### src/rtl/kdsc_pkg.sv
// ----------------------------------------------------------------------------
// kdsc_pkg
// Shared widths, limits and controller/datapath interface types.
// ----------------------------------------------------------------------------
package kdsc_pkg;

  localparam int TARGET_W = 11;
  localparam int VALUE_W  = 10;
  localparam int HERE_W   = 11;
  localparam int TOTAL_W  = 20;

  localparam logic [HERE_W-1:0]  HERE_MAX  = 11'h7FF;
  localparam logic [TOTAL_W-1:0] TOTAL_MAX = 20'hFFFFF;

  // controller -> datapath
  typedef struct packed {
    logic init_step;   // zero one table entry of the power-up sweep
    logic capture;     // load request, first half of the value reduction
    logic reduce;      // second half of the value reduction
    logic enter;       // push value into ring, read both occurrence entries
    logic mark_ovf;    // sequence already full: flag overflow, zero count
    logic add;         // bump occurrence counts and distinct counters
    logic ring_rd;     // read ring at the selected window's left pointer
    logic fetch;       // read occurrence entries of the leaving value
    logic drop;        // retire leaving value from the selected window
    logic next_win;    // switch from wide to narrow window
    logic sum;         // form count and update running total
    logic emit;        // load the result register
    logic clr_start;   // start of end-of-sequence cleanup
    logic clr_rd;      // cleanup: read ring entry
    logic clr_wr;      // cleanup: zero table entries of that value
    logic seq_reset;   // cleanup done: zero pointers and counters
  } dp_cmd_t;

  // datapath -> controller
  typedef struct packed {
    logic init_last;
    logic full;
    logic need_shrink;
    logic win_narrow;
    logic last;
    logic clr_more;
  } dp_status_t;

endpackage

### src/rtl/kdsc_ctrl.sv
// ----------------------------------------------------------------------------
// kdsc_ctrl
// Sequencer for table init, request intake, window shrinking, result hand-off, cleanup.
// ----------------------------------------------------------------------------
module kdsc_ctrl
  import kdsc_pkg::*;
(
  input  logic       clk_i,
  input  logic       rst_ni,
  input  logic       in_valid_i,
  output logic       in_ready_o,
  output logic       out_valid_o,
  input  logic       out_ready_i,
  input  dp_status_t status_i,
  output dp_cmd_t    cmd_o
);

  typedef enum logic [3:0] {
    S_INIT,
    S_IDLE,
    S_REDUCE,
    S_ENTER,
    S_ADD,
    S_CHECK,
    S_FETCH,
    S_DROP,
    S_EMIT,
    S_CLR,
    S_CLR_WR
  } state_e;

  state_e state_q, state_d;
  logic   out_valid_q, out_valid_d;
  logic   out_free;

  assign out_free    = !out_valid_q || out_ready_i;
  assign in_ready_o  = (state_q == S_IDLE);
  assign out_valid_o = out_valid_q;

  always_comb begin
    cmd_o   = '0;
    state_d = state_q;
    unique case (state_q)
      S_INIT: begin
        cmd_o.init_step = 1'b1;
        if (status_i.init_last) state_d = S_IDLE;
      end
      S_IDLE: begin
        if (in_valid_i) begin
          cmd_o.capture = 1'b1;
          state_d       = S_REDUCE;
        end
      end
      S_REDUCE: begin
        cmd_o.reduce = 1'b1;
        state_d      = S_ENTER;
      end
      S_ENTER: begin
        if (status_i.full) begin
          cmd_o.mark_ovf = 1'b1;
          state_d        = S_EMIT;
        end else begin
          cmd_o.enter = 1'b1;
          state_d     = S_ADD;
        end
      end
      S_ADD: begin
        cmd_o.add = 1'b1;
        state_d   = S_CHECK;
      end
      S_CHECK: begin
        priority if (status_i.need_shrink) begin
          cmd_o.ring_rd = 1'b1;
          state_d       = S_FETCH;
        end else if (!status_i.win_narrow) begin
          cmd_o.next_win = 1'b1;
        end else begin
          cmd_o.sum = 1'b1;
          state_d   = S_EMIT;
        end
      end
      S_FETCH: begin
        cmd_o.fetch = 1'b1;
        state_d     = S_DROP;
      end
      S_DROP: begin
        cmd_o.drop = 1'b1;
        state_d    = S_CHECK;
      end
      S_EMIT: begin
        if (out_free) begin
          cmd_o.emit = 1'b1;
          if (status_i.last) begin
            cmd_o.clr_start = 1'b1;
            state_d         = S_CLR;
          end else begin
            state_d = S_IDLE;
          end
        end
      end
      S_CLR: begin
        if (status_i.clr_more) begin
          cmd_o.clr_rd = 1'b1;
          state_d      = S_CLR_WR;
        end else begin
          cmd_o.seq_reset = 1'b1;
          state_d         = S_IDLE;
        end
      end
      S_CLR_WR: begin
        cmd_o.clr_wr = 1'b1;
        state_d      = S_CLR;
      end
      default: state_d = S_IDLE;
    endcase
  end

  always_comb begin
    out_valid_d = out_valid_q;
    if (cmd_o.emit)       out_valid_d = 1'b1;
    else if (out_ready_i) out_valid_d = 1'b0;
  end

  always_ff @(posedge clk_i or negedge rst_ni) begin
    if (!rst_ni) begin
      state_q     <= S_INIT;
      out_valid_q <= 1'b0;
    end else begin
      state_q     <= state_d;
      out_valid_q <= out_valid_d;
    end
  end

endmodule

### config.mk
export PLATFORM = sky130hd
export DESIGN_NAME = kdsc_ctrl
export DESIGN_NICKNAME = d
export VERILOG_FILES = /design/src/rtl/kdsc_pkg.sv /design/src/rtl/kdsc_ctrl.sv
export SDC_FILE = /design/constraint.sdc
export NUM_CORES = 1
export LEC_CHECK = 0
export BUFFER_PORTS_ARGS = -buffer_cell sky130_fd_sc_hd__buf_2
export CORE_AREA = 2 2 39 41
export CTS_CLUSTER_DIAMETER = 40
export CTS_CLUSTER_SIZE = 16
export DETAILED_ROUTE_END_ITERATION = 16
export DIE_AREA = 0 0 41 43
export MAX_ROUTING_LAYER = met4
export PLACE_DENSITY = 0.77
export SLEW_MARGIN = 20
export SYNTH_ARGS = -nofsm -noshare
export SYNTH_HDL_FRONTEND = slang
export SYNTH_SLANG_ARGS = --single-unit
### constraint.sdc
create_clock -name clk_i -period 1.84 [get_ports clk_i]
set_input_delay 0.276 -clock clk_i [delete_from_list [all_inputs] [get_ports clk_i]]
set_output_delay 0.276 -clock clk_i [all_outputs]
set_load 0.02 [all_outputs]
After elaboration in Yosys (flattened, before gate mapping)
Index checks and enable logic that the tools add are counted.
Widths: inputs -> output; s select.
- mux-type cells: 35
- reductions and logical operators: 6
- eq/ne operators: 14
- operators with widths (kind ; number):
    $pmux 4 s10 ; 1
    $mux 4 ; 8
    $mux 1 ; 21
    $eq 4x3->1 const B ; 4
    $eq 4x4->1 const B ; 3
    $mux 2 ; 5
    $eq 4x2->1 const B ; 2
    $ne 2x2->1 const B ; 3
    $eq 4x1->1 const B ; 1
    $logic_not 4->1 ; 1
    $reduce_and 4->1 ; 1
    $ne 3x3->1 const B ; 1
    $reduce_bool 2->1 ; 1
    $reduce_or 2->1 ; 1
    $logic_not 1->1 ; 1
    $logic_or 1x1->1 ; 1
- bits of input ports: 10
- register bits after elaboration: 5
- output and inout port bits: 18
- word-level logic and storage cells: 57

Longest topological paths before layout
- word-level depth: 5
- depth in mapped cells: 5
- depth with buffers taken out: 4

Worst setup path before layout
Ideal clock, no wire load.
- kind: register -> output
- start point: register state_q[0]
- end point: output port cmd_o[11] (netlist name)
- slack: 0.018 ns
- arrival time: 1.546 ns
- buffers on the path: 1
- stages on the path, launching flop included: 4
- path through: dfrtp_1 > clkbuf_1 > nand2_1 > nor4b_1
- RTL lines (element ; line ; RTL):
    start: declaration ; kdsc_ctrl.sv:32 ; state_e state_q, state_d;
    start signal: assignment ; kdsc_ctrl.sv:129 ; state_q <= state_d;
    end: declaration ; kdsc_ctrl.sv:15 ; output dp_cmd_t cmd_o

==> flow_summary.json <==
{
  "nFillCells": 131,
  "dpl_cell_area_um2": 652,
  "die_w_um": 41,
  "multi_input_area_um2": 360,
  "cts_sinks": 5,
  "grt_max_degree": 14,
  "antennaDiodeCount": 0,
  "cts_tree": "done",
  "ys_seq_elements": 5,
  "relSlewSlack_pct": 83.4,
  "rows": 14,
  "min_path_type": "primary input to flop",
  "syn_to_final_growth_pct": 59.4,
  "viasPerCell": 5.07,
  "r2r_cells": 4,
  "grt_remaining_overflow": 0,
  "rrSetupSlack_ps": 250,
  "maxCapViolCount": 0,
  "slew_viol_final": 0,
  "final_cell_mix": "24 x buf_2, 9 x buf_4, 8 x nor3_1",
  "drc": 0,
  "powerDensity_nw_per_um2": 1600,
  "syn-cell-area_um2": 490,
  "nets": 117,
  "cp-start-kind": "flop",
  "crit_path_end_kind": "output port",
  "finalCritPeriodShare_pct": 98.9,
  "synth_top_area_share_pct": 25.5,
  "required_ps": 1560,
  "synth_cell_types": 27,
  "holdWs_ps": 249,
  "synth_area_leaders": "dfrtp_1 26%, nor3_1 9.2%, nor2_1 6.1%, nand2b_1 5.1%, or4b_1 4.1%",
  "fin_setup_tns_ps": 0,
  "whs_path_depth": 2,
  "firstDrtPassIters": 4,
  "drive_above_1_share_pct": 50.9,
  "setup_viol": 0,
  "tightest_slew_ps": 245,
  "irDropWorstVdd_mv": 0.988,
  "core_area_um2": 1380,
  "async_flop_share_pct": 100,
  "rsz0062_at_grt": "yes",
  "postLayoutCellArea_um2": 782,
  "fin_worst_skew_ps": 4.78,
  "criticalPathCategory": "flop to output port",
  "worstSkewPairLatency_ps": 240,
  "hold_viol_final": 0,
  "root_buffer": "clkbuf_4",
  "grt_usage_pct": 19.2,
  "drt_iter0_drc": 6,
  "post_synth.cell_area_avg_um2": 6.91,
  "fin_util_pct": 56.5,
  "routabilityCongestion": 0.873,
  "vias": 619,
  "synth-edff-count": 0,
  "grt_pass1_vias": 542,
  "dp_slack_ps": 159,
  "antenna_found_initial": 0,
  "final_common_cell": "buf_2",
  "yosysSeqAreaShare_pct": 25.5,
  "worstPathMaxFanout": 6,
  "post-dp-hpwl_um": 1030,
  "ioPinCount": 28,
  "outcome": "finished clean",
  "max_clock_freq_mhz": 549,
  "yosysWarnings": 0,
  "synth_top_area_cell": "dfrtp_1",
  "fp.dieH_um": 43,
  "grt_pass1_wl_um": 2260,
  "io_buffers": 27,
  "synth_nets": 81,
  "cts_buffers": 3,
  "p_leak_nw": 0.390,
  "ant_nets": 0,
  "fin_crit_ps": 1820,
  "routedWlPerCell_um": 11.8,
  "ff_latch_area_um2": 129,
  "cts_max_level": 1,
  "cts_buffer_depth": 2,
  "start_util_pct": 35.4,
  "ys.flop_type": "dfrtp_1",
  "clk_pin_slew_ps": 40,
  "wl_um": 1430,
  "setup_ws_ps": 20.1,
  "netlist_instances": 71,
  "dieArea_um2": 1760,
  "critical_path_arrival_ps": 1540
}
==> final timing paths <==
path,from,end
worst max-delay path,state_q[1],cmd_o[14]
worst max register to register,state_q[1],state_q[3]
max in group asynchronous,rst_ni,state_q[0]
worst min register to register,out_valid_o,out_valid_o
min in group asynchronous,rst_ni,state_q[2]
worst min-delay path,out_ready_i,out_valid_o
==> registers in the layout, indices dropped and copies added, names as in the netlist <==
| register | flops |
|---|---|
| state_q | 4 |
| out_valid_o | 1 |
==> cell type report <==
cell class / instances / area share, %
sequential: 5 / 16.5
timing repair buffer: 36 / 28.2
tap: 16 / 2.56
inverter: 7 / 3.36
clock buffer: 4 / 3.36
multi-input combinational: 54 / 46.1
==> per-stage QoR <==
step                      cells  power (mW)
after floorplan              71       0.754
after global placement      113       0.962
after detailed placement    113       0.978
after CTS                   120        1.17
after global routing        122        1.35
final                       122        1.25
==> synthesized netlist by cell type (3+ instances only) <==
cell type,count
nor3_1,9
nor2_1,8
dfrtp_1,5
inv_1,5
nand2b_1,4
a21oi_1,3
and2_1,3
clkbuf_1,3
nand2_1,3
o21ai_1,3
==> kinds of logic (layout without fill, tap and decap cells) <==
family | after synthesis | after routing | share of synthesized area [%]
buf+inv | 12 | 47 | 10.2
compound gates | 14 | 14 | 17.1
simple gates | 40 | 40 | 47.2
flops | 5 | 5 | 25.5
==> per-layer routing <==
| metal | wire (µm) | global-route usage (%) | share of wire (%) | vias up |
|---|---|---|---|---|
| li1 | - | - | - | 315 |
| met1 | 579 | 24.5 | 40 | 276 |
| met2 | 724 | 29.1 | 50 | 28 |
| met3 | 129 | 6.28 | 9.0 | 0 |
| met4 | 0 | 4.00 | 0 | 0 |
| met5 | 0 | - | 0 | - |
==> critical path, cell delays in order (launching register included) <==
cell and delay, ps:
dfrtp_2 440, or4b_4 560, inv_2 70, and2_4 130, buf_6 100
==> where the power goes <==
part	internal (mW)	switching (mW)
clock	0.0819	0.0440
sequential	0.165	0.0755
combinational	0.394	0.490
total	0.641	0.610
==> repair_timing <==
action	in CTS	in global routing
hold buffers	1	0
setup buffers	2	2
pin swaps	1	0
resized for setup	8	11
setup endpoints to repair	4	6
endpoints found under the hold margin	5	0
No activity file was read; power rests on OpenSTA's default activity.
